File: config.mk
export PLATFORM = sky130hd
export DESIGN_NAME = payload_content_window_match
export DESIGN_NICKNAME = d
export VERILOG_FILES = /design/src/rtl/pcwm_pkg.sv /design/src/rtl/pcwm_window.sv /design/src/rtl/pcwm_compare.sv /design/src/rtl/payload_content_window_match.sv
export SDC_FILE = /design/constraint.sdc
export NUM_CORES = 2
export LEC_CHECK = 0
export BUFFER_PORTS_ARGS = -buffer_cell sky130_fd_sc_hd__buf_2
export CAP_MARGIN = 20
export CORE_UTILIZATION = 38
export DETAILED_ROUTE_END_ITERATION = 8
export SYNTH_ARGS = -nofsm -noshare
export SYNTH_HDL_FRONTEND = slang
export SYNTH_SLANG_ARGS = --single-unit
File: constraint.sdc
create_clock -name clk -period 20.3 [get_ports clk]
set_clock_uncertainty 0.05 [all_clocks]
set_input_delay 4.06 -clock clk [delete_from_list [all_inputs] [get_ports clk]]
set_output_delay 4.06 -clock clk [all_outputs]
set_load 0.01 [all_outputs]
File: src/rtl/pcwm_pkg.sv
// ----------------------------------------------------------------------------
// pcwm_pkg: shared types and constants
// Pattern sizing, register indexes, window settings and byte folding helper.
// ----------------------------------------------------------------------------
`default_nettype none

package pcwm_pkg;

  localparam int MAX_PATTERN = 16;
  localparam int LEN_W       = $clog2(MAX_PATTERN + 1);
  localparam int IDX_W       = (MAX_PATTERN > 1) ? $clog2(MAX_PATTERN) : 1;
  localparam int PAT_STORED  = 16;

  localparam logic [15:0] POS_MAX = 16'hFFFF;

  typedef enum logic [2:0] {
    CFG_PATTERN_LOW    = 3'd0,
    CFG_PATTERN_HIGH   = 3'd1,
    CFG_PATTERN_LENGTH = 3'd2,
    CFG_MODIFIER_FLAGS = 3'd3,
    CFG_FIXED_OFFSET   = 3'd4,
    CFG_DEPTH_LIMIT    = 3'd5,
    CFG_DISTANCE_GAP   = 3'd6,
    CFG_WITHIN_LIMIT   = 3'd7
  } cfg_index_t;

  // Window settings handed to the window builder
  typedef struct packed {
    logic        offset_en;
    logic        depth_en;
    logic        distance_en;
    logic        within_en;
    logic [15:0] fixed_offset;
    logic [15:0] depth_limit;
    logic [15:0] distance_gap;
    logic [15:0] within_limit;
  } win_cfg_t;

  // Map upper-case ASCII to lower case when folding is on
  function automatic logic [7:0] fold_byte(input logic [7:0] c, input logic nocase);
    logic [7:0] r;
    r = c;
    if (nocase && (c >= 8'h41) && (c <= 8'h5A)) begin
      r = c + 8'h20;
    end
    return r;
  endfunction

endpackage

`default_nettype wire

File: src/rtl/pcwm_window.sv
// ----------------------------------------------------------------------------
// pcwm_window: search window builder
// Applies offset, depth, distance and within, in that order, to the prior offset.
// ----------------------------------------------------------------------------
`default_nettype none

module pcwm_window (
  input  wire logic [15:0]        prior,
  input  wire pcwm_pkg::win_cfg_t cfg,
  output logic      [16:0]        win_start,
  output logic      [17:0]        win_end
);

  logic [15:0] base;

  always_comb begin
    base      = cfg.offset_en ? cfg.fixed_offset : prior;
    win_end   = '1;
    if (cfg.depth_en) begin
      win_end = 18'(base) + 18'(cfg.depth_limit);
    end
    // distance moves the start only when there is a prior offset
    if (cfg.distance_en && (prior != 16'd0)) begin
      win_start = 17'(prior) + 17'(cfg.distance_gap);
    end else begin
      win_start = 17'(base);
    end
    if (cfg.within_en) begin
      win_end = 18'(win_start) + 18'(cfg.within_limit);
    end
  end

endmodule

`default_nettype wire

File: src/rtl/pcwm_compare.sv
// ----------------------------------------------------------------------------
// pcwm_compare: pattern compare lanes
// Compares the newest bytes against the pattern, one lane per pattern byte.
// ----------------------------------------------------------------------------
`default_nettype none

module pcwm_compare (
  input  wire logic [7:0]                 recent [pcwm_pkg::MAX_PATTERN],
  input  wire logic [127:0]               pattern,
  input  wire logic [pcwm_pkg::LEN_W-1:0] len,
  input  wire logic                       nocase,
  output logic                            equal
);

  logic [7:0]                       pbyte [pcwm_pkg::MAX_PATTERN];
  logic [pcwm_pkg::MAX_PATTERN-1:0] lane_ok;
  logic [pcwm_pkg::LEN_W-1:0]       pidx;

  // bytes past the stored pattern read as zero
  always_comb begin
    for (int k = 0; k < pcwm_pkg::MAX_PATTERN; k++) begin
      if (k < pcwm_pkg::PAT_STORED) begin
        pbyte[k] = pattern[8*(k % pcwm_pkg::PAT_STORED) +: 8];
      end else begin
        pbyte[k] = 8'h00;
      end
    end
  end

  // recent[j] lines up with pattern byte len-1-j
  always_comb begin
    pidx = '0;
    for (int j = 0; j < pcwm_pkg::MAX_PATTERN; j++) begin
      pidx = len - pcwm_pkg::LEN_W'(j + 1);
      if (pcwm_pkg::LEN_W'(j) < len) begin
        lane_ok[j] = pcwm_pkg::fold_byte(recent[j], nocase) ==
                     pcwm_pkg::fold_byte(pbyte[pidx[pcwm_pkg::IDX_W-1:0]], nocase);
      end else begin
        lane_ok[j] = 1'b1;
      end
    end
    equal = &lane_ok;
  end

endmodule

`default_nettype wire

File: src/rtl/payload_content_window_match.sv
// ----------------------------------------------------------------------------
// payload_content_window_match: windowed payload content matcher
// Finds the leftmost pattern occurrence inside a modifier-built window.
// ----------------------------------------------------------------------------
// Usage:
//   in_*  : one payload beat per byte, in_last_byte marks the final byte and
//           in_prior_offset is sampled with the first byte of each payload.
//   out_* : one beat per payload, issued for the final byte: out_matched and
//           out_next_offset (match end, or the prior offset on a miss).
//   cfg_* : register writes, always ready; write only while the block idles.
// Timing: a byte beat is registered, then compared against the pattern and
//   the result lands in the output register; out_valid rises once the final
//   byte has left the input register. One byte is taken per cycle unless a
//   final byte waits on the output slot; the compare and window update sit
//   between the input register and the output register.
// Stall: while a result waits on out_ready, non-final bytes keep flowing;
//   a final byte holds in the input register until the output slot frees.
// Reset: rst_n low clears the pipeline, the byte history, the position and
//   the registers to their defaults (pattern length 1, all others zero).
// ----------------------------------------------------------------------------
`default_nettype none

module payload_content_window_match (
  input  wire logic        clk,
  input  wire logic        rst_n,
  input  wire logic        in_valid,
  output logic             in_ready,
  input  wire logic [7:0]  in_data_byte,
  input  wire logic        in_last_byte,
  input  wire logic [15:0] in_prior_offset,
  output logic             out_valid,
  input  wire logic        out_ready,
  output logic             out_matched,
  output logic      [15:0] out_next_offset,
  input  wire logic        cfg_valid,
  output logic             cfg_ready,
  input  wire logic [2:0]  cfg_index,
  input  wire logic [63:0] cfg_data
);

  localparam int MP = pcwm_pkg::MAX_PATTERN;
  localparam int LW = pcwm_pkg::LEN_W;

  // Configuration registers
  logic [63:0] cfg_pat_lo_r, cfg_pat_hi_r;
  logic [4:0]  cfg_plen_r, cfg_flags_r;
  logic [15:0] cfg_fixed_r, cfg_depth_r, cfg_gap_r, cfg_within_r;

  assign cfg_ready = 1'b1;

  always_ff @(posedge clk) begin
    if (!rst_n) begin
      cfg_pat_lo_r <= '0;
      cfg_pat_hi_r <= '0;
      cfg_plen_r   <= 5'd1;
      cfg_flags_r  <= '0;
      cfg_fixed_r  <= '0;
      cfg_depth_r  <= '0;
      cfg_gap_r    <= '0;
      cfg_within_r <= '0;
    end else if (cfg_valid && cfg_ready) begin
      unique case (pcwm_pkg::cfg_index_t'(cfg_index))
        pcwm_pkg::CFG_PATTERN_LOW:    cfg_pat_lo_r <= cfg_data;
        pcwm_pkg::CFG_PATTERN_HIGH:   cfg_pat_hi_r <= cfg_data;
        pcwm_pkg::CFG_PATTERN_LENGTH: cfg_plen_r   <= cfg_data[4:0];
        pcwm_pkg::CFG_MODIFIER_FLAGS: cfg_flags_r  <= cfg_data[4:0];
        pcwm_pkg::CFG_FIXED_OFFSET:   cfg_fixed_r  <= cfg_data[15:0];
        pcwm_pkg::CFG_DEPTH_LIMIT:    cfg_depth_r  <= cfg_data[15:0];
        pcwm_pkg::CFG_DISTANCE_GAP:   cfg_gap_r    <= cfg_data[15:0];
        pcwm_pkg::CFG_WITHIN_LIMIT:   cfg_within_r <= cfg_data[15:0];
        default: ;
      endcase
    end
  end

  // Input register stage
  logic        s1_valid_r;
  logic [7:0]  s1_byte_r;
  logic        s1_last_r;
  logic [15:0] s1_prior_r;
  logic        s1_adv;
  logic        out_valid_r;

  // a final byte needs the output slot; other bytes never wait on it
  assign s1_adv   = s1_valid_r && (!s1_last_r || !out_valid_r || out_ready);
  assign in_ready = !s1_valid_r || s1_adv;

  always_ff @(posedge clk) begin
    if (!rst_n) begin
      s1_valid_r <= 1'b0;
    end else if (in_ready) begin
      s1_valid_r <= in_valid;
    end
  end

  always_ff @(posedge clk) begin
    if (in_valid && in_ready) begin
      s1_byte_r  <= in_data_byte;
      s1_last_r  <= in_last_byte;
      s1_prior_r <= in_prior_offset;
    end
  end

  // Per-payload match state
  logic [7:0]  recent_r [MP];
  logic [7:0]  recent_nxt [MP];
  logic [15:0] pos_r, pos_nxt;
  logic [16:0] win_start_r, win_start_nxt;
  logic [17:0] win_end_r, win_end_nxt;
  logic        found_r, found_nxt;
  logic [15:0] found_end_r, found_end_nxt;
  logic [15:0] held_prior_r, held_prior_nxt;

  pcwm_pkg::win_cfg_t win_cfg;
  logic [16:0]        built_start;
  logic [17:0]        built_end;
  logic [LW-1:0]      len_eff;
  logic               pat_equal;
  logic               first;
  logic [16:0]        pos_p1;
  logic [16:0]        span_start;
  logic               span_in;
  logic               hit;

  assign win_cfg.offset_en    = cfg_flags_r[0];
  assign win_cfg.depth_en     = cfg_flags_r[1];
  assign win_cfg.distance_en  = cfg_flags_r[2];
  assign win_cfg.within_en    = cfg_flags_r[3];
  assign win_cfg.fixed_offset = cfg_fixed_r;
  assign win_cfg.depth_limit  = cfg_depth_r;
  assign win_cfg.distance_gap = cfg_gap_r;
  assign win_cfg.within_limit = cfg_within_r;

  pcwm_window u_window (
    .prior     (s1_prior_r),
    .cfg       (win_cfg),
    .win_start (built_start),
    .win_end   (built_end)
  );

  // clamp the length to the lane count
  assign len_eff = (6'(cfg_plen_r) > 6'(MP)) ? LW'(MP) : LW'(cfg_plen_r);

  // shift the newest byte into the history
  always_comb begin
    recent_nxt[0] = s1_byte_r;
    for (int i = 1; i < MP; i++) begin
      recent_nxt[i] = recent_r[i-1];
    end
  end

  pcwm_compare u_compare (
    .recent  (recent_nxt),
    .pattern ({cfg_pat_hi_r, cfg_pat_lo_r}),
    .len     (len_eff),
    .nocase  (cfg_flags_r[4]),
    .equal   (pat_equal)
  );

  always_comb begin
    first          = (pos_r == 16'd0);
    held_prior_nxt = first ? s1_prior_r  : held_prior_r;
    win_start_nxt  = first ? built_start : win_start_r;
    win_end_nxt    = first ? built_end   : win_end_r;

    pos_p1     = 17'(pos_r) + 17'd1;
    span_start = pos_p1 - 17'(len_eff);
    span_in    = (len_eff != '0) && (pos_p1 >= 17'(len_eff)) &&
                 (span_start >= win_start_nxt) && (18'(pos_p1) <= win_end_nxt);
    hit        = !found_r && span_in && pat_equal;

    found_nxt     = found_r || hit;
    found_end_nxt = found_end_r;
    if (hit) begin
      // match end past the position range saturates
      found_end_nxt = pos_p1[16] ? pcwm_pkg::POS_MAX : pos_p1[15:0];
    end

    pos_nxt = (pos_r == pcwm_pkg::POS_MAX) ? pos_r : pos_p1[15:0];
  end

  always_ff @(posedge clk) begin
    if (!rst_n) begin
      for (int i = 0; i < MP; i++) begin
        recent_r[i] <= '0;
      end
      pos_r        <= '0;
      win_start_r  <= '0;
      win_end_r    <= '0;
      found_r      <= 1'b0;
      found_end_r  <= '0;
      held_prior_r <= '0;
    end else if (s1_adv) begin
      for (int i = 0; i < MP; i++) begin
        recent_r[i] <= recent_nxt[i];
      end
      win_start_r  <= win_start_nxt;
      win_end_r    <= win_end_nxt;
      held_prior_r <= held_prior_nxt;
      if (s1_last_r) begin
        // drop the payload state for the next packet
        pos_r       <= '0;
        found_r     <= 1'b0;
        found_end_r <= '0;
      end else begin
        pos_r       <= pos_nxt;
        found_r     <= found_nxt;
        found_end_r <= found_end_nxt;
      end
    end
  end

  // Output register
  logic        out_matched_r;
  logic [15:0] out_next_offset_r;

  always_ff @(posedge clk) begin
    if (!rst_n) begin
      out_valid_r <= 1'b0;
    end else if (s1_adv && s1_last_r) begin
      out_valid_r <= 1'b1;
    end else if (out_ready) begin
      out_valid_r <= 1'b0;
    end
  end

  always_ff @(posedge clk) begin
    if (s1_adv && s1_last_r) begin
      out_matched_r     <= found_nxt;
      out_next_offset_r <= found_nxt ? found_end_nxt : held_prior_nxt;
    end
  end

  assign out_valid       = out_valid_r;
  assign out_matched     = out_matched_r;
  assign out_next_offset = out_next_offset_r;

  // Checks
  a_last_clears_pos: assert property (@(posedge clk) disable iff (!rst_n)
    s1_adv && s1_last_r |=> pos_r == 16'd0)
    else $error("position not cleared after final byte");

  a_found_inside_payload: assert property (@(posedge clk) disable iff (!rst_n)
    found_r |-> pos_r != 16'd0)
    else $error("match flag held outside a payload");

  a_stall_only_on_result: assert property (@(posedge clk) disable iff (!rst_n)
    s1_valid_r && !s1_adv |-> s1_last_r && out_valid_r && !out_ready)
    else $error("input stage stalled without a blocked result");

  a_result_from_last: assert property (@(posedge clk) disable iff (!rst_n)
    $rose(out_valid_r) |-> $past(s1_adv && s1_last_r))
    else $error("result issued without a final byte");

endmodule

`default_nettype wire

==> results.json <==
{
  "design_area_um2": 40730,
  "grt_max_degree": 236,
  "most-common-layout-cells": "nand2_1, mux2i_1, dfxtp_1",
  "io_pins": 117,
  "core_area_um2": 95580,
  "required_ns": 20.66,
  "drive_gt1_share_pct": 13.75,
  "path_buf_inv": 0,
  "synthCells": 4178,
  "initial_core_util_pct": 38.62,
  "ys_ff_latch": 450,
  "clk_latency_ns": 0.67,
  "grt_overflow": 0,
  "routed_wl_mm": 146.4,
  "synth_cell_type_count": 92,
  "whs_ns": 0.4185,
  "grt_pass1_vias": 31520,
  "switching_share_pct": 29.85,
  "fillCellCount": 9502,
  "critPathArrivalTime_ns": 9.97,
  "p_int_mw": 1.763,
  "async_reset_ff_share_pct": 0,
  "p_per_area_nw_per_um2": 61.71,
  "antenna_left": 0,
  "cap_violations": 0,
  "outcome": "complete, no violations",
  "clock-sinks": 450,
  "ys_dominant_reg_cell": "dfxtp_1",
  "r2r_end": "out_next_offset[0]",
  "finalHoldViolCount": 0,
  "hold_path_startpoint": "held_prior_r[13]",
  "pwr-share-comb_pct": 18.2,
  "synth_area_um2": 36910,
  "gp_congestion": 1.054,
  "post_cts_resized": 0,
  "cts_tree": "yes",
  "placed_cell_area_um2": 38830,
  "crit_cells": 33,
  "hold_buffers": 0,
  "max_freq_mhz": 104.0,
  "min_period_ns": 9.615,
  "hold_path.class": "reg2reg",
  "power.share.clock_pct": 41.1,
  "switchingPower_mw": 0.7504,
  "cp-end-kind": "register",
  "crit_family": "compound AO/OA/AOI/OAI gates",
  "wl_per_cell_um": 26.73,
  "setup_tns_ns": 0,
  "fin_util_pct": 42.62,
  "r2r_slack_ns": 10.69,
  "path_class": "reg2reg",
  "portBuffers": 115,
  "rsz0062_at_grt": "false",
  "cts_made_buffers": 52,
  "max-slew-margin-rel_pct": 5.453,
  "power.leakage_nw": 15.88,
  "dieHeight_um": 313.7,
  "htreeDepth": 2,
  "fp-row-count": 113,
  "grt_pass1_wl_mm": 214.5,
  "crit_top_cell": "a21oi_1",
  "drt_pass1_iterations": 6,
  "final_common_cell": "nand2_1",
  "crit_fanout": 34,
  "cts_max_path_buffers": 3,
  "area_growth_pct": 10.35,
  "min_delay_worst_endpoint": "held_prior_r[13]",
  "fp.dieW_um": 313.7,
  "drt_iter0_drc": 4163,
  "grt_antenna_before_repair": 6,
  "reg2reg_from": "s1_prior_r[1]",
  "via_per_inst": 6.174,
  "drv_slew": 0,
  "reg2reg_depth": 33,
  "die_area_um2": 98390,
  "yosysSeqAreaShare_pct": 28.80,
  "slowest_stage": "or4b_1",
  "post-cts-setup-buffer-count": 0,
  "grt_usage_pct": 29.21,
  "min_path_cells": 2,
  "synth.avg_cell_area_um2": 8.835,
  "vdd_drop_max_mv": 0.06389,
  "nNetsFinal": 4401,
  "syn-num-nets": 4409,
  "clk_root_buffer_cell": "clkbuf_16",
  "hpwl_mm": 110.4,
  "setup_viol": 0,
  "cpPeakStageDelay_ns": 0.90,
  "remaining_drc_errors": 0,
  "power_frac_seq_pct": 40.6,
  "worstSetupStartpointType": "register",
  "path_clk_slew_ns": 0.06,
  "worstMarginPinSlew_ns": 1.418,
  "vias": 33820,
  "ys_warn_count": 0,
  "synth_edf_count": 162,
  "power.total_mw": 2.514,
  "min_period_over_period_pct": 47.36
}
[power groups by stage]
stage | logic, mW | clock network, mW | registers (mW)
CTS | 0.448 | 1.05 | 1.02
global route | 0.491 | 1.08 | 1.03
finish | 0.459 | 1.03 | 1.02
floorplan | 0.310 | 0 | 1.02
global placement | 0.442 | 0 | 1.04
detailed placement | 0.445 | 0 | 1.04
[stage by stage]
| stage | instances | setup slack, ns |
|---|---|---|
| after floorplan | 4178 | 11.78 |
| after global placement | 5378 | 10.78 |
| after detailed placement | 5378 | 10.86 |
| after CTS | 5473 | 10.81 |
| after global routing | 5476 | 9.929 |
| final | 5478 | 10.69 |
[state kept, by name (all words and copies together), names as in the netlist, 17 cells and up]
register	cells
cfg_pat_hi_r	64
win_end_r	18
recent_r	120
win_start_r	17
cfg_pat_lo_r	64
[per-layer routing]
layer | up-vias | part of all wire [%] | global-route usage, %
li1 | 15350 | - | -
met1 | 16440 | 41 | 39.59
met2 | 1732 | 43 | 44.21
met3 | 299 | 11 | 7.785
met4 | 4 | 4.4 | 11.15
met5 | - | 0.014 | 0
[layout make-up]
| class | instances | area, um2 | area share, % |
|---|---|---|---|
| multi-input cells | 3370 | 24950 | 61.26 |
| flip-flops and latches | 450 | 10630 | 26.10 |
| well taps | 1265 | 1583 | 3.886 |
| clock buffers | 71 | 1483 | 3.640 |
| repair buffers | 222 | 1405 | 3.450 |
| clock inverters | 24 | 387.9 | 0.9523 |
| inverters | 74 | 285.3 | 0.7004 |
| diodes | 2 | 5.005 | 0.01229 |
[cell families (layout without fill, tap and decap cells)]
logic type	after synthesis	count (layout)	share of synthesized area [%]
and+or+nand+nor	1583	1583	19.95
AOI/OAI and AO/OA	869	869	15.98
muxes	568	568	21.27
DFF	450	450	28.80
buffers and inverters	358	391	4.091
xor gates and xnor gates	215	215	5.278
adders and majority gates	134	134	4.623
other	1	3	0.01016
[cell usage after synthesis (65+ instances only)]
cell type / number / share of area [%]
and2_1: 69 / 1.2
a21oi_1: 181 / 2.5
xor2_1: 79 / 1.9
mux4_2: 168 / 10
dfxtp_1: 288 / 16
ha_1: 130 / 4.4
nand2_1: 784 / 8.0
inv_1: 65 / 0.66
clkbuf_1: 183 / 1.9
nor3_1: 76 / 1.0
edfxtp_1: 162 / 13
xnor2_1: 130 / 3.1
nor2_1: 196 / 2.0
nand3_1: 98 / 1.3
o21ai_0: 136 / 1.8
and3_1: 98 / 1.7
mux2i_1: 348 / 9.4
a21boi_0: 221 / 4.5
[how the worst max path moves through the flow]
stage / from / to / slack [ns]
after floorplan: out_ready / in_ready / 11.78
after global placement: s1_prior_r[1] / out_next_offset[0] / 10.78
after detailed placement: s1_prior_r[1] / out_next_offset[0] / 10.86
after CTS: s1_prior_r[1] / out_next_offset[0] / 10.81
after global routing: s1_prior_r[1] / out_next_offset[0] / 9.93
final: s1_prior_r[1] / out_next_offset[0] / 10.69
[tightest hold or removal path: stages (launching register included)]
cell and delay (ns):
dfxtp_1 0.31, nand2_1 0.05, a21boi_0 0.06
No activity file was read; power rests on OpenSTA's default activity.
